--- src/rtl/core/sgs_pkg.sv ---
// Shared constants, item type and register codes for the Sobel gradient stream.
package sgs_pkg;

  localparam int MAX_WIDTH  = 1024;
  localparam int MAX_HEIGHT = 1024;
  localparam int PIXEL_BITS = 8;

  localparam int COL_BITS   = $clog2(MAX_WIDTH);
  localparam int ROW_BITS   = $clog2(MAX_HEIGHT);
  // Register and dimension width fixed by the register map.
  localparam int DIM_BITS   = 11;
  localparam int DIM_MIN    = 3;
  localparam int DIM_RESET  = 512;

  localparam int CFG_INDEX_BITS = 4;
  localparam logic [CFG_INDEX_BITS-1:0] REG_FRAME_WIDTH  = CFG_INDEX_BITS'(0);
  localparam logic [CFG_INDEX_BITS-1:0] REG_FRAME_HEIGHT = CFG_INDEX_BITS'(1);

  // Gradient: difference of two weighted sums of three pixels each, weights 1, 2, 1.
  localparam int GRAD_BITS  = PIXEL_BITS + 3;
  localparam int SQ_BITS    = 2 * GRAD_BITS - 1;
  localparam int ROOT_BITS  = GRAD_BITS;
  localparam int RES_BITS   = SQ_BITS + 1;

  localparam int QDEPTH     = 4;
  localparam int QPTR_BITS  = $clog2(QDEPTH);
  localparam int QCNT_BITS  = $clog2(QDEPTH + 1);

  typedef struct packed {
    logic signed [GRAD_BITS-1:0] grad_x;
    logic signed [GRAD_BITS-1:0] grad_y;
    logic [ROW_BITS-1:0]         center_row;
    logic [COL_BITS-1:0]         center_col;
    logic                        last_of_frame;
  } sgs_item_t;

endpackage

--- src/rtl/core/sgs_queue.sv ---
// Short item queue between the gradient front end and the magnitude back end.
module sgs_queue import sgs_pkg::*; (
  input  logic                 clk,
  input  logic                 rst,
  input  logic                 push,
  input  sgs_item_t            push_item,
  input  logic                 pop,
  output sgs_item_t            head_item,
  output logic                 q_empty,
  output logic [QCNT_BITS-1:0] count
);

  sgs_item_t            slots [QDEPTH];
  logic [QPTR_BITS-1:0] wr_ptr, rd_ptr;
  logic                 do_pop;

  assign q_empty   = (count == '0);
  assign do_pop    = pop && !q_empty;
  assign head_item = slots[rd_ptr];

  always_ff @(posedge clk) begin
    if (push) begin
      slots[wr_ptr] <= push_item;
    end
  end

  always_ff @(posedge clk) begin
    if (rst) begin
      wr_ptr <= '0;
      rd_ptr <= '0;
      count  <= '0;
    end else begin
      if (push) begin
        wr_ptr <= wr_ptr + QPTR_BITS'(1);
      end
      if (do_pop) begin
        rd_ptr <= rd_ptr + QPTR_BITS'(1);
      end
      count <= count + QCNT_BITS'(push) - QCNT_BITS'(do_pop);
    end
  end

  a_no_overflow: assert property (@(posedge clk) disable iff (rst)
    push |-> (count != QCNT_BITS'(QDEPTH)) || do_pop)
    else $error("queue overflow");

  a_count_bound: assert property (@(posedge clk) disable iff (rst)
    count <= QCNT_BITS'(QDEPTH))
    else $error("queue count out of range");

endmodule

--- config.mk ---
export PLATFORM = sky130hd
export DESIGN_NAME = sgs_queue
export DESIGN_NICKNAME = d
export VERILOG_FILES = /design/src/rtl/core/sgs_pkg.sv /design/src/rtl/core/sgs_queue.sv
export SDC_FILE = /design/constraint.sdc
export NUM_CORES = 1
export LEC_CHECK = 0
export ABC_AREA = 1
export BUFFER_PORTS_ARGS = -buffer_cell sky130_fd_sc_hd__buf_2
export CAP_MARGIN = 25
export CORE_MARGIN = 4
export CORE_UTILIZATION = 50
export CTS_CLUSTER_SIZE = 24
export DETAILED_ROUTE_END_ITERATION = 16
export PLACE_DENSITY_LB_ADDON = 0.2
export SYNTH_ARGS = -nofsm -noshare
export SYNTH_HDL_FRONTEND = slang
export SYNTH_SLANG_ARGS = --single-unit
--- constraint.sdc ---
create_clock -name clk -period 2.5 [get_ports clk]
set_clock_uncertainty 0.05 [all_clocks]
set_input_delay 0.375 -clock clk [delete_from_list [all_inputs] [get_ports clk]]
set_output_delay 0.375 -clock clk [all_outputs]
set_load 0.02 [all_outputs]
Yosys cells after proc, flatten, opt, wreduce, memory -nomap -nowiden
Memories as Yosys holds them, arrays and structs flattened. A register that Yosys moved wholly into a read port is not among the register bits.
Index checks and enable logic that the tools add are counted.

operators by class
  add/sub/neg operators = 4
  multiplexer cells = 4
  reductions and logical operators = 3

operator list
  kind                 count
  $add 2x1->2 const B  2
  $mux 2               2
  $add 3x1->3          1
  $logic_not 3->1      1
  $sub 3x1->3          1
  $mux 1               2
  $logic_and 1x1->1    1
  $logic_not 1->1      1

word-level totals
  flip-flop bits (word level) = 7
  memory bits (writable) = 172
  bits of input ports = 47
  output and inout bits = 47
  logic and storage cells = 15
  memories = 1

memory list
  memory  depth  bits a word  rd ports  clocked after memory_dff  write ports  line             RTL
  slots   4      43           1         1                         1            sgs_queue.sv:13  sgs_item_t slots [QDEPTH];

Logic depth before layout (Yosys ltp)
  word-level depth = 5
  mapped depth = 12
  mapped depth without buffers = 12

Least setup slack after synthesis
OpenSTA, ideal clock, no wires.

  path type = register -> register
  start = register count[1]
  end = register count[2]
  setup time = 0.115 ns
  data arrival time = 1.903 ns
  data required time = 2.335 ns
  setup slack = 0.432 ns
  cell stages (with the launch flop) = 12
  path buffers = 0
  clock period less this slack = 2.068 ns
  cells stage by stage = dfxtp_1 -> nor2_1 -> nand2_1 -> inv_1 -> nor2_1 -> ha_1 -> inv_1 -> ha_1 -> inv_1 -> fa_1 -> a21oi_1 -> nor2_1

on the way
  longest elaborated chain between the ends = 4
  elaborated cells between the ends (all ways) = 5
  classes of those cells = add/sub (2); reduce/logical (3)

ends and longest elaborated chain
  element                 line             RTL
  from (decl)             sgs_queue.sv:10  output logic [QCNT_BITS-1:0] count
  from (signal assigned)  sgs_queue.sv:39  count <= count + QCNT_BITS'(push) - QCNT_BITS'(do_pop);
  $logic_not 3->1         sgs_queue.sv:17  assign q_empty = (count == '0);
  named net q_empty       sgs_queue.sv:9   output logic q_empty,
  $logic_not 1->1         sgs_queue.sv:18  assign do_pop = pop && !q_empty;
  $logic_and 1x1->1       sgs_queue.sv:18
  named net do_pop        sgs_queue.sv:15  logic do_pop;
  $sub 3x1->3             sgs_queue.sv:39

The timed path passes the listed nets, and every way through them passes these cells.
A chain may end at the register's enable or synchronous reset.

==> metrics list <==
* Post-synthesis instance total: 475
- By area the synthesized netlist is led by sky130_fd_sc_hd__edfxtp_1, sky130_fd_sc_hd__o21ai_0, sky130_fd_sc_hd__nor2_1, sky130_fd_sc_hd__o22ai_1, sky130_fd_sc_hd__dfxtp_1.
- Of the cells placed in the final design, the portion with a size suffix greater than 1 is 24.1%.
- In the post-route analysis, the smallest setup slack over all paths is 420 ps.
- Once layout is complete, the cells apart from fillers number 764.
- Max-cap check violation count: 0
* Die area: 15500 sq um
* Via count: 4099
* Multi-input combinational cell area: 1230 sq um
* Proportion of power drawn by the clock network: 31.9%
* Total wirelength of the detailed-routed design: 13300 um
* Number of setup violations in the final report: 0
- Wire length of the first global-routing pass: 20500 um
* Pre-antenna DRT Iters: 5
- Antenna-violating nets left: 0
- IR Drop Worst-Case VDD: 0.000604 V
* Basic-gate share of the synthesized area counting and, or, nand and nor cells: 5.94%
* Multiplexer fraction of the synthesized cell area: 0%
- The worst setup path is captured at an output pin.
- Count of filler cells inserted in the layout: 1016
- Setup Buffers After CTS: 0
- After Yosys synthesis, XOR and XNOR cells account for 0% of the synthesized area.
* Share of the yosys chip area belonging to registers: 78.5%
* Top routing layer in use: met5
* Ratio of routed vias to standard cells: 5.37
- Final Critical Period: 2080 ps
* Number of global-route vias before repair: 3855
* Arr. time, crit path: 1660 ps
* Net Sw Frac: 29.7%
- The netlist uses 17 different library cells.
- Core area: 13300 sq um
- Leading cell type in the layout, fill and taps excluded: sky130_fd_sc_hd__edfxtp_1
* Post-route fraction of the period consumed by the critical path: 83.2%
- Met2 wire len: 6270 um
* Number of resized instances in the post-cts repair step: 0
- CTS clock-pin slew for the worst setup and hold paths: 60 ps
- Registers take 5350 sq um.
* Yosys warning total: 0
- Internal power of the cells: 5.58 mW
* Worst min-delay path startpoint: rst
- Maximum clock path buffer count: 2
- Number of hold buffers added after CTS: 0
- In this run the power density over the cells is 981 nW/um^2.
- Top-level I/O count: 94
- Number of placed instances, taps included: 732
* Fraction of the core area covered by cells at the end of the flow: 60.9%
- The initial antenna violation count is 1.
* Overall track demand over capacity in global routing: 17.1%
- Of the post-synthesis cell area, the dominant cell type holds 75.9%.
- Reg2Reg Launch Point: count[1]
* Layout overhead on the synthesized area: 18.9%
- CTS Buf Count: 17
- The number of antenna diodes in the final layout is 0.
- Sum of negative setup slack: 0 ps
* Crit start category: flip-flop
- Setup repair after global routing missed its margin: false
- Worst Hold Class: in2reg
- Per report_power, the sequential group accounts for 44.6% of the total.
- Average wire per cell in the routed design: 17.4 um
- Post-detailed-placement cell area: 7510 sq um
* Die width: 125 um
- By startpoint and endpoint, the worst setup path is classified as reg2out.
- Synthesis produced a netlist with a net count of 529.
- The root buffer cell chosen for the clock tree is sky130_fd_sc_hd__clkbuf_16.
- At the placement stage, the worst setup path has a slack of 536 ps.
- Comb power frac: 23.5%
- After detailed routing, the met3 layer carries 805 um of wire.
* Static power due to leakage: 2.94 nW
- For the pin with the worst max-slew slack, the measured transition is 292 ps.
- Count of buffers from port buffering: 93
- Pin count of the biggest net entering global routing: 65
- Global routing finished with a remaining overflow of 0.
- Later-pin clock latency in the skew report: 420 ps
- Data required time at the worst endpoint: 2080 ps
* Finished layout cell area: 8090 sq um
* Fraction of the mapped netlist area in compound gates: 10.8%
- Of the total synthesized cell area, the portion taken by full adders, half adders and majority gates is 1.40%.
- The floorplan has 42 rows.
- The max-slew violation count was 0.
- HPWL Detailed: 7650 um
* Mapped cell area: 6810 sq um
- Final-report hold violation count: 0
* Mean post-synth cell area: 14.3 sq um
* Routability-driven placement congestion ratio: 0.743
- Num Clock Sinks: 181
- In this run, the number of DRC markers left after iteration 0 of detailed routing was 315.
- In this run the power spent charging and discharging nets is 2.36 mW.
- Leaving out fill and tap cells, the most frequent cells in the layout are sky130_fd_sc_hd__edfxtp_1, sky130_fd_sc_hd__nor2_1, sky130_fd_sc_hd__buf_2.
- TritonCTS clock tree: yes
- Final routed DRC violation total: 0
- FF-to-FF setup slack: 550 ps
* DRT met1 WL: 6020 um
* Post-synthesis sequential element count: 181
- Of all cell types, the one taking the most synthesized area is sky130_fd_sc_hd__edfxtp_1.
* Nets: 629
- Result of the run: finished clean
- Timing would allow up to 481 MHz.
- The die is 125 um tall.
* Biggest fanout along the worst timing path: 25
- The clock tree synthesis step divided the H-tree into 4 levels.
- After synthesis, the largest family of logic cells by area is compound AO/OA/AOI/OAI gates.
- Headroom to the max-slew limit came out at 80.5%.
- Initial cell density of the core: 51.2%
==> logic make-up (layout without fill, tap and decap cells) <==
family                     Yosys count  count (layout)
adders and majority gates            7               7
buffers and inverters               44             157
and+or+nand+nor                    107             107
AOI/OAI and AO/OA                  136             136
DFF                                181             181
==> layer usage <==
| metal | vias up | track usage (%) |
|---|---|---|
| li1 | 1961 | - |
| met1 | 1997 | 23.1 |
| met2 | 121 | 26.7 |
| met3 | 18 | 5.45 |
| met4 | 2 | 5.16 |
| met5 | - | 0 |
==> Yosys cell counts <==
| master | count |
|---|---|
| sky130_fd_sc_hd__o22ai_1 | 43 |
| sky130_fd_sc_hd__inv_2 | 2 |
| sky130_fd_sc_hd__o21ai_1 | 7 |
| sky130_fd_sc_hd__ha_1 | 6 |
| sky130_fd_sc_hd__a21oi_1 | 5 |
| sky130_fd_sc_hd__fa_1 | 1 |
| sky130_fd_sc_hd__nand3_1 | 2 |
| sky130_fd_sc_hd__o21ai_0 | 81 |
| sky130_fd_sc_hd__clkbuf_1 | 11 |
| sky130_fd_sc_hd__buf_6 | 5 |
| sky130_fd_sc_hd__buf_4 | 5 |
| sky130_fd_sc_hd__nor2_1 | 94 |
| sky130_fd_sc_hd__dfxtp_1 | 9 |
| sky130_fd_sc_hd__nand2_1 | 11 |
| sky130_fd_sc_hd__edfxtp_1 | 172 |
| sky130_fd_sc_hd__buf_2 | 5 |
| sky130_fd_sc_hd__inv_1 | 16 |
==> sequential cells by signal, summed over array words and instances, names as in the netlist, named ones only <==
name    flops
wr_ptr      2
count       3
slots     172
rd_ptr      2
==> power groups by stage <==
stage,clock network (mW),registers [mW],logic [mW]
after global placement,0,3.60,1.86
after floorplan,0,3.62,1.23
final,2.54,3.54,1.86
after detailed placement,0,3.60,1.89
after global routing,2.73,3.55,2.06
after CTS,2.56,3.54,1.89
==> cell type report <==
| class | count | area share, % |
|---|---|---|
| Clock buffer | 27 | 6.74 |
| Sequential cell | 181 | 66.1 |
| Multi-Input combinational cell | 250 | 15.2 |
| Clock inverter | 5 | 0.417 |
| Inverter | 18 | 0.835 |
| Tap cell | 176 | 2.72 |
| Timing Repair Buffer | 107 | 7.98 |
==> worst max-delay path: stages (launching register included) <==
cell,delay (ps)
sky130_fd_sc_hd__dfxtp_1,330
sky130_fd_sc_hd__inv_2,60
sky130_fd_sc_hd__buf_4,280
sky130_fd_sc_hd__o21ai_0,150
sky130_fd_sc_hd__o22ai_1,200
sky130_fd_sc_hd__buf_2,210
==> worst paths after layout <==
| check | end | cells after the start |
|---|---|---|
| worst max-delay path | head_item[37] | 5 |
| worst max register to register | count[2] | 11 |
| worst min-delay path | count[0] | 2 |
| worst min register to register | flip-flop | 2 |
==> stage by stage <==
step	total power [mW]	hold slack, ps
after global routing	8.34	91.1
after global placement	5.45	423
after CTS	7.99	75.7
after floorplan	4.86	392
final	7.94	90.4
after detailed placement	5.49	426
No activity file was read; power rests on OpenSTA's default activity.
