### src/rtl/core/sgs_pkg.sv
// Shared constants, item type and register codes for the Sobel gradient stream.
package sgs_pkg;

  localparam int MAX_WIDTH  = 1024;
  localparam int MAX_HEIGHT = 1024;
  localparam int PIXEL_BITS = 8;

  localparam int COL_BITS   = $clog2(MAX_WIDTH);
  localparam int ROW_BITS   = $clog2(MAX_HEIGHT);
  // Register and dimension width fixed by the register map.
  localparam int DIM_BITS   = 11;
  localparam int DIM_MIN    = 3;
  localparam int DIM_RESET  = 512;

  localparam int CFG_INDEX_BITS = 4;
  localparam logic [CFG_INDEX_BITS-1:0] REG_FRAME_WIDTH  = CFG_INDEX_BITS'(0);
  localparam logic [CFG_INDEX_BITS-1:0] REG_FRAME_HEIGHT = CFG_INDEX_BITS'(1);

  // Gradient: difference of two weighted sums of three pixels each, weights 1, 2, 1.
  localparam int GRAD_BITS  = PIXEL_BITS + 3;
  localparam int SQ_BITS    = 2 * GRAD_BITS - 1;
  localparam int ROOT_BITS  = GRAD_BITS;
  localparam int RES_BITS   = SQ_BITS + 1;

  localparam int QDEPTH     = 4;
  localparam int QPTR_BITS  = $clog2(QDEPTH);
  localparam int QCNT_BITS  = $clog2(QDEPTH + 1);

  typedef struct packed {
    logic signed [GRAD_BITS-1:0] grad_x;
    logic signed [GRAD_BITS-1:0] grad_y;
    logic [ROW_BITS-1:0]         center_row;
    logic [COL_BITS-1:0]         center_col;
    logic                        last_of_frame;
  } sgs_item_t;

endpackage

### src/rtl/core/sgs_back.sv
// Back end: squares the gradients, takes an iterative square root, holds the result.
module sgs_back import sgs_pkg::*; (
  input  logic                  clk,
  input  logic                  rst,
  input  logic                  q_empty,
  input  sgs_item_t             head_item,
  output logic                  q_pop,
  input  logic                  pop,
  output logic                  empty,
  output logic [GRAD_BITS-1:0]  grad_x,
  output logic [GRAD_BITS-1:0]  grad_y,
  output logic [ROOT_BITS-1:0]  magnitude,
  output logic [ROW_BITS-1:0]   center_row,
  output logic [COL_BITS-1:0]   center_col,
  output logic                  last_of_frame
);

  localparam logic [1:0] ST_LOAD = 2'd0;
  localparam logic [1:0] ST_CALC = 2'd1;
  localparam logic [1:0] ST_DONE = 2'd2;

  logic [1:0]  state;
  sgs_item_t   work;
  logic [SQ_BITS-1:0]  rem;
  logic [RES_BITS-1:0] res, sq_bit, trial;
  logic signed [2*GRAD_BITS-1:0] sq_x, sq_y, sq_sum;
  logic        out_valid, out_take, out_load;

  assign sq_x   = (2*GRAD_BITS)'(head_item.grad_x) * (2*GRAD_BITS)'(head_item.grad_x);
  assign sq_y   = (2*GRAD_BITS)'(head_item.grad_y) * (2*GRAD_BITS)'(head_item.grad_y);
  assign sq_sum = sq_x + sq_y;
  assign trial  = res + sq_bit;

  assign q_pop    = (state == ST_LOAD) && !q_empty;
  assign out_take = pop && out_valid;
  assign out_load = (state == ST_DONE) && (!out_valid || out_take);
  assign empty    = !out_valid;

  always_ff @(posedge clk) begin
    if (rst) begin
      state <= ST_LOAD;
    end else begin
      unique case (state)
        ST_LOAD: if (!q_empty) state <= ST_CALC;
        ST_CALC: if (sq_bit[0]) state <= ST_DONE;
        ST_DONE: if (out_load) state <= ST_LOAD;
        default: state <= ST_LOAD;
      endcase
    end
  end

  // One result bit per cycle: subtract the trial value when it fits.
  always_ff @(posedge clk) begin
    if (q_pop) begin
      work   <= head_item;
      rem    <= sq_sum[SQ_BITS-1:0];
      res    <= '0;
      sq_bit <= RES_BITS'(1) << (2 * (ROOT_BITS - 1));
    end else if (state == ST_CALC) begin
      if (RES_BITS'(rem) >= trial) begin
        rem <= rem - trial[SQ_BITS-1:0];
        res <= (res >> 1) + sq_bit;
      end else begin
        res <= res >> 1;
      end
      sq_bit <= sq_bit >> 2;
    end
  end

  always_ff @(posedge clk) begin
    if (rst) begin
      out_valid <= 1'b0;
    end else if (out_load) begin
      out_valid <= 1'b1;
    end else if (out_take) begin
      out_valid <= 1'b0;
    end
  end

  always_ff @(posedge clk) begin
    if (out_load) begin
      grad_x        <= work.grad_x;
      grad_y        <= work.grad_y;
      magnitude     <= res[ROOT_BITS-1:0];
      center_row    <= work.center_row;
      center_col    <= work.center_col;
      last_of_frame <= work.last_of_frame;
    end
  end

  a_bit_onehot: assert property (@(posedge clk) disable iff (rst)
    (state == ST_CALC) |-> $onehot(sq_bit))
    else $error("square root step marker lost");

  a_pop_only_when_loading: assert property (@(posedge clk) disable iff (rst)
    q_pop |=> (state == ST_CALC))
    else $error("queue popped outside the load step");

endmodule

### config.mk
export PLATFORM = sky130hd
export DESIGN_NAME = sgs_back
export DESIGN_NICKNAME = d
export VERILOG_FILES = /design/src/rtl/core/sgs_pkg.sv /design/src/rtl/core/sgs_back.sv
export SDC_FILE = /design/constraint.sdc
export NUM_CORES = 1
export LEC_CHECK = 0
export CORE_MARGIN = 5
export CORE_UTILIZATION = 41
export DETAILED_ROUTE_END_ITERATION = 8
export DONT_BUFFER_PORTS = 1
export PLACE_DENSITY = 0.56
export SKIP_CTS_REPAIR_TIMING = 1
export SLEW_MARGIN = 30
export SYNTH_ARGS = -nofsm -noshare
export SYNTH_HDL_FRONTEND = slang
export SYNTH_SLANG_ARGS = --single-unit
export TNS_END_PERCENT = 30
### constraint.sdc
create_clock -name clk -period 15 [get_ports clk]
set_input_delay 1.5 -clock clk [delete_from_list [all_inputs] [get_ports clk]]
set_output_delay 1.5 -clock clk [all_outputs]
set_load 0.02 [all_outputs]
; ---- Yosys cells after proc, flatten, opt, wreduce, memory -nomap -nowiden
; Cells that the tools add are included.
; Widths: inputs -> output; s select.
[totals]
inputBits = 47
reg_bits = 154
word_cells = 50
out_inout_bits = 56
[op_classes]
reduce_logical = 12
eq_ne = 5
mux = 10
n_addsub = 4
magnitude_cmp = 1
multipliers = 2
[ops]
columns = cell, n
row1 = $mux 21, 3
row2 = $mul 11x11->21, 2
row3 = $add 21x21->22, 1
row4 = $add 22x21->22, 1
row5 = $ge 21x22->1, 1
row6 = $mux 22, 1
row7 = $add 21x21->21, 1
row8 = $sub 21x21->21, 1
row9 = $mux 2, 3
row10 = $ne 2x2->1 const B, 3
row11 = $pmux 2 s3, 1
row12 = $reduce_bool 2->1, 3
row13 = $logic_and 1x1->1, 3
row14 = $reduce_and 3->1, 1
row15 = $eq 2x1->1 const B, 1
row16 = $eq 2x2->1 const B, 1
row17 = $logic_not 1->1, 2
row18 = $logic_not 2->1, 1
row19 = $mux 1, 2
row20 = $reduce_and 2->1, 1
row21 = $logic_or 1x1->1, 1

; ---- Longest topological paths before layout
; Gate-level depths: netlist of the first run.
[depth]
word_depth = 5
mapped_depth = 25
ltp_nobuf = 24

; ---- Worst setup path before layout of the first run
; Ideal clock, no wire load.
[synth_path]
path_type = input-to-reg
from = in head_item[38] (netlist bit)
to = reg rem[18], data pin
t_arrival_ns = 7.296
stages = 24
n_path_buf = 1
slack_ns = 7.438
path_cell_list = clkbuf_1 > and2_1 > inv_1 > fa_1 > inv_1 > fa_1 > inv_1 > fa_1 > fa_1 > inv_1 > fa_1 > fa_1 > inv_1 > fa_1 > inv_1 > ha_1 > or3_1 > o21bai_1 > a211oi_1 > o21ai_1 > a31o_1 > a21oi_1 > xor2_1 > o21ai_1
[synth_between]
elab_chain_cells = 3
[synth_lines]
columns = element, line_no
row1 = start: declaration, sgs_back.sv:6  ; input sgs_item_t head_item,
row2 = $mul 11x11->21, sgs_back.sv:29  ; assign sq_x = (2*GRAD_BITS)'(head_item.grad_x) * (2*GRAD_BITS)'(head_item.grad_x);
row3 = $add 21x21->21, sgs_back.sv:31  ; assign sq_sum = sq_x + sq_y;
row4 = $mux 21, sgs_back.sv:54  ; if (q_pop) begin
row5 = end signal: assignment, sgs_back.sv:56  ; rem <= sq_sum[SQ_BITS-1:0];
row6 = end signal: assignment, sgs_back.sv:61  ; rem <= rem - trial[SQ_BITS-1:0];
row7 = end: declaration, sgs_back.sv:24  ; logic [SQ_BITS-1:0] rem;
; No other way between the ends.
; A chain may end at the register's enable or synchronous reset.

; ---- Worst setup path after layout of the first run
[layout_path]
from = in head_item[32] (netlist bit)
to = reg rem[18], data pin
; The elaborated chain is that of the path after synthesis.

==> flow_summary_export.csv, run 1 <==
group,metric,value,unit
sta,finalCriticalPeriod,7.31,ns
logic_synthesis,ys_seq_elements,154,
logic_synthesis,seq_area_frac_synth,0.274,
min_path,hold_start,"work[19]$_DFFE_PP_",
job,drv_cap,0,
clock_network,cts.path.max_buffers,2,
clock_network,htreeDepth,4,
critical_path,crit_path_end_kind,"flip-flop",
clock_network,cts_sinks,154,
die,initial_core_util,0.414,
detailed_routing,routed_wirelength,32.4,mm
die,die_height,205,µm
critical_path,critical-path-slowest-cell,"fa_1",
critical_path,cp-start-kind,"input pin",
placement,dpl.hpwl,26.2,mm
layout,seqCellArea,4260,µm²
layout,layout-drive-gt1-share,0.0413,
die,dieArea,42000,µm²
logic_synthesis,yosysTopAreaCell,"fa_1",
die,core_area,37600,µm²
logic_synthesis,syn_inst,1506,
detailed_routing,drc,0,
layout,fin_nets,1884,
logic_synthesis,syn_nets,1903,
logic_synthesis,avgSynthCellArea,10.3,µm²
logic_synthesis,synth_area_leaders,"fa_1, edfxtp_1, ha_1",
logic_synthesis,synth_ff_type,"edfxtp_1",
min_path,hold_class,"reg -> reg",
detailed_routing,vias,10000,
sta,fmax,137,MHz
clock_network,cts-buffers-inserted,17,
logic_synthesis,synth.top_cell.area_share,0.289,
die,placementRows,71,
critical_path,crit_buf_inv,5,
logic_synthesis,synth_edf_count,118,
run_status,status,"complete, no violations",
critical_path,path_common_cell,"fa_1",
sta,fin_crit_sh,0.487,
detailed_routing,viasPerCell,4.98,
die,die_x,205,µm
global_route,grt_usage,0.167,
clock_network,worstSkewPairLatency,0.46,ns
sta,slew_violations,0,
logic_synthesis,async_reset_ff_frac,0,
sta,finalClockSkew,0.0187,ns
clock_network,cts_tree,"done",
clock_network,path_clk_slew,0.07,ns
sta,fin_setup_tns,0,ns
logic_synthesis,yosysMostFrequentCell,"inv_1",
detailed_routing,postRouteAntennaNets,0,
global_route,grt_pass1_vias,10700,
sta,setup_viol,0,
critical_path,critical_path_class,"in -> reg",
sta,hold_viol_final,0,
critical_path,cp_top_family,"adder cells",
global_route,antenna_found_initial,0,
critical_path,required,15.18,ns
sta,tightestPinTransition,0.911,ns
critical_path,cp.arrival,7.49,ns
logic_synthesis,ys_types,67,
global_route,grt_max_degree,55,
logic_synthesis,ys_top_cells_by_count,"inv_1, fa_1, nand2_1",
layout,multi_input_area,9960,µm²
critical_path,startpoint,"head_item[32]",
layout,fillers,3573,
global_route,gr-total-overflow,0,
global_route,grt_pass1_wl,55.4,mm
placement,port_buffers,0,
die,pin_count,103,
logic_synthesis,synth_warnings,0,
detailed_routing,wl_per_cell,16.1,µm
sta,relSlewSlack,0.391,
critical_path,max_stage_delay,0.54,ns
layout,area_growth,7.16,%
critical_path,path_max_fanout,14,
detailed_routing,drt_first_iter_violations,395,
clock_network,cts_root_buf,"clkbuf_16",
placement,gp_congestion,0.833,
layout,diodes,0,
critical_path,crit_path_cell_trace,"nand2_1 > inv_1 > fa_1 > fa_1 > inv_1 > fa_1 > fa_1 > inv_1 > fa_1 > fa_1 > inv_1 > fa_1 > inv_1 > ha_1 > or3_1 > o21bai_1 > a211oi_1 > o21ai_1 > a31o_1 > a21oi_1 > xor2_1 > o21ai_1",
logic_synthesis,syn_area,15600,µm²
sta,rsz0062_at_grt,"no",
detailed_routing,first_pass_iters,4,
critical_path,r2r_start,"sq_bit[0]$_SDFFE_PP0N_",
-- worst register-to-register path, cell delays in order (launching register included) --
cell	delay, ns
dfxtp_1	0.39
ha_1	0.25
ha_1	0.21
a21o_1	0.18
a31oi_1	0.23
o21bai_1	0.15
a221o_1	0.39
a41oi_1	0.37
nor2b_1	0.11
xnor2_1	0.15
ha_1	0.32
nand2_1	0.07
o21ai_0	0.20
a211o_1	0.13
a31oi_1	0.05
o21ai_2	0.51
nand3_1	0.47
o21ai_2	0.26
buf_4	0.35
-- state kept, by name, indices dropped and copies added (netlist names) --
signal	cells
sq_bit	11
work	43
last_of_frame	1
state	2
magnitude	11
center_row	10
out_valid	1
grad_x	11
res	22
rem	21
grad_y	11
center_col	10
-- worst paths after layout --
kind	to	slack, ns	cells after the start
worst max register to register	rem[8]$_DFFE_PP_	9.87	18
worst max-delay path	rem[18]$_DFFE_PP_	7.69	22
worst min-delay path	center_row[8]$_DFFE_PP_	0.42	0
worst min register to register	center_row[8]$_DFFE_PP_	0.42	0
-- cells by family after synthesis --
| group | synth area share |
|---|---|
| simple gates | 0.102 |
| fa+ha+maj | 0.390 |
| xor+xnor | 0.0472 |
| flops | 0.274 |
| mux | 0.00908 |
| buf+inv | 0.0878 |
| compound gates | 0.0903 |
-- area by class of cell --
class / count / area share
multi-input cells: 994 / 0.597
repair buffers: 6 / 0.00270
well taps: 511 / 0.0383
inverters: 314 / 0.0708
clock buffers: 18 / 0.0270
flip-flops and latches: 154 / 0.255
clock inverters: 14 / 0.00892
-- cells in the final DEF (no fill, tap or decap), types with 20 or more instances in the layout --
master      n
dfxtp_1    36
nand3_1    20
xnor2_1    51
and2_1     43
a21oi_1    61
nor2b_1    24
ha_1      125
fa_1      225
o21ai_0    39
xor2_1     33
edfxtp_1  118
nor2_1     57
nand2_1   127
inv_1     313
-- layer usage --
metal | track usage | wire length, µm | up-vias
li1 | - | - | 4788
met1 | 0.223 | 14700 | 5032
met5 | 0 | 0 | -
met2 | 0.282 | 15900 | 161
met4 | 0.0476 | 580 | 0
met3 | 0.0290 | 1200 | 29
-- metrics by stage --
| stage | utilization | hold slack [ns] | instances | setup slack [ns] | area [µm²] |
|---|---|---|---|---|---|
| global placement | 0.428 | 0.400 | 1979 | 7.34 | 16100 |
| detailed placement | 0.428 | 0.405 | 1979 | 7.26 | 16100 |
| floorplan | - | 0.400 | 1506 | 7.44 | 15600 |
| global route | 0.444 | 0.426 | 2011 | 7.42 | 16700 |
| CTS | 0.444 | 0.419 | 2011 | 7.75 | 16700 |
| finish | 0.444 | 0.418 | 2011 | 7.69 | 16700 |
Power of run 1 is left out: the tool's default activity adds up to more than one toggle a clock period on the data nets, which glitch-free logic cannot reach.
==> inputs of run 2 (changes only) <==
==> constraint.sdc (replaced) <==
create_clock -name clk -period 7.6 [get_ports clk]
set_input_delay 0.76 -clock clk [delete_from_list [all_inputs] [get_ports clk]]
set_output_delay 0.76 -clock clk [all_outputs]
set_load 0.02 [all_outputs]
==> flow_summary_export.csv, run 2 (synthesized netlist as in run 1, its figures left out) <==
group,metric,value,unit
run_status,status,"complete, no violations",
placement,dpl_worst_slack,0.636,ns
global_route,grt_pass1_vias,10800,
detailed_routing,drt_first_iter_violations,425,
sta,fmax,154,MHz
layout,top_regs,"work x43, res x22, rem x21",
critical_path,max_stage_delay,0.51,ns
layout,final_cell_mix,"inv_1, fa_1, nand2_1, ha_1, edfxtp_1",
layout,layout_commonest_cell,"inv_1",
critical_path,startpoint,"head_item[34]",
die,placementRows,71,
global_route,top_usage_layer,"met2",
die,die_x,205,µm
job,drv_cap,0,
layout,area_growth,7.09,%
die,die_height,205,µm
layout,fillers,3596,
global_route,grt_pass1_wl,55.4,mm
global_route,gr-total-overflow,0,
sta,finalClockSkew,0.0151,ns
critical_path,path_common_cell,"fa_1",
sta,fin_setup_tns,0,ns
critical_path,crit_path_end_kind,"flip-flop",
sta,finalCriticalPeriod,6.49,ns
sta,setup_viol,0,
detailed_routing,drc,0,
layout,max_flop_register,"work",
global_route,grt_usage,0.168,
global_route,use_met1,0.218,
critical_path,critical-path-slowest-cell,"fa_1",
clock_network,htreeDepth,4,
global_route,antenna_found_initial,0,
critical_path,path_max_fanout,13,
detailed_routing,routed_wirelength,32.8,mm
layout,multi_input_area,9960,µm²
critical_path,r2r_start,"sq_bit[0]$_SDFFE_PP0N_",
global_route,grt_util_met3,0.0320,
die,dieArea,42000,µm²
min_path,hold_start,"rst",
critical_path,cp-start-kind,"input pin",
placement,placed_area,16100,µm²
global_route,use_met2,0.292,
min_path,hold_class,"in -> reg",
detailed_routing,vias,10100,
critical_path,crit_path_cell_trace,"and2_1 > inv_1 > fa_1 > inv_1 > fa_1 > inv_1 > fa_1 > fa_1 > inv_1 > fa_1 > fa_1 > inv_1 > fa_1 > inv_1 > ha_1 > or3_1 > o21bai_1 > a211oi_1 > o21ai_1 > a31o_1 > a21oi_1 > xor2_1 > o21ai_1",
placement,dpl.hpwl,26.3,mm
sta,rsz0062_at_grt,"no",
detailed_routing,postRouteAntennaNets,0,
clock_network,cts_tree,"done",
sta,fin_crit_sh,0.854,
critical_path,required,7.79,ns
sta,relSlewSlack,0.340,
die,initial_core_util,0.414,
layout,final_area,16700,µm²
sta,hold_slack,0.371,ns
layout,fin_nets,1884,
sta,hold_viol_final,0,
detailed_routing,first_pass_iters,5,
die,core_area,37600,µm²
critical_path,cp.arrival,6.68,ns
clock_network,worstSkewPairLatency,0.46,ns
sta,slew_violations,0,
clock_network,cts.path.max_buffers,2,
global_route,grt_max_degree,49,
layout,diodes,0,
sta,setup_ws,1.11,ns
clock_network,path_clk_slew,0.07,ns
detailed_routing,wl_per_cell,16.3,µm
sta,tightestPinTransition,0.987,ns
layout,largest_register_ffs,43,
layout,layout-drive-gt1-share,0.0407,
detailed_routing,viasPerCell,5.01,
critical_path,critical_path_class,"in -> reg",
clock_network,cts_root_buf,"clkbuf_16",
clock_network,cts_sinks,154,
clock_network,cts-buffers-inserted,17,
placement,gp_congestion,0.833,
placement,port_buffers,0,
layout,seqCellArea,4260,µm²
die,pin_count,103,
==> run 2: cell types whose count changed in the layout (fill, tap and decap cells not counted) <==
cell	change
clkinvlp_4	+3
clkinv_2	-2
clkinv_4	+2
inv_6	-2
clkbuf_1	+1
clkbuf_16	-1
clkinv_8	+1
inv_4	-1
inv_8	-1
==> run 2: final timing paths <==
check / to / slack, ns / depth (start not counted)
setup / recovery: rem[18]$_DFFE_PP_ / 1.11 / 23
hold / removal: out_valid$_SDFFE_PP0P_ / 0.37 / 1
setup reg to reg: rem[1]$_DFFE_PP_ / 2.41 / 18
hold reg to reg: grad_x[6]$_DFFE_PP_ / 0.41 / 0
==> run 2: layout make-up <==
type,count,area share
Clock buffer,18,0.0257
Clock inverter,14,0.00960
Inverter,314,0.0708
Multi-Input combinational cell,994,0.597
Sequential cell,154,0.256
Tap cell,511,0.0383
Timing Repair Buffer,6,0.00270
==> run 2: worst max-delay path, delay by kind of cell <==
family | cells | cell delay (ns)
AO/OA/AOI/OAI | 6 | 1.23
XOR/XNOR | 1 | 0.16
adder cells (fa/ha/maj) | 8 | 3.66
buffers and inverters | 6 | 0.31
AND/OR/NAND/NOR | 2 | 0.54
==> run 2: metrics by stage <==
step                 util  instances
finish              0.444       2011
global route        0.444       2011
CTS                 0.444       2011
detailed placement  0.428       1979
global placement    0.428       1979
floorplan               -       1506
==> run 2: routing by layer <==
layer | part of all wire | up-vias | routed length (µm)
met3 | 0.033 | 32 | 1070
met4 | 0.015 | 0 | 493
met1 | 0.45 | 5074 | 14900
li1 | - | 4807 | -
met2 | 0.50 | 157 | 16300
met5 | 0 | - | 0
Power of run 2 is left out for the same reason.
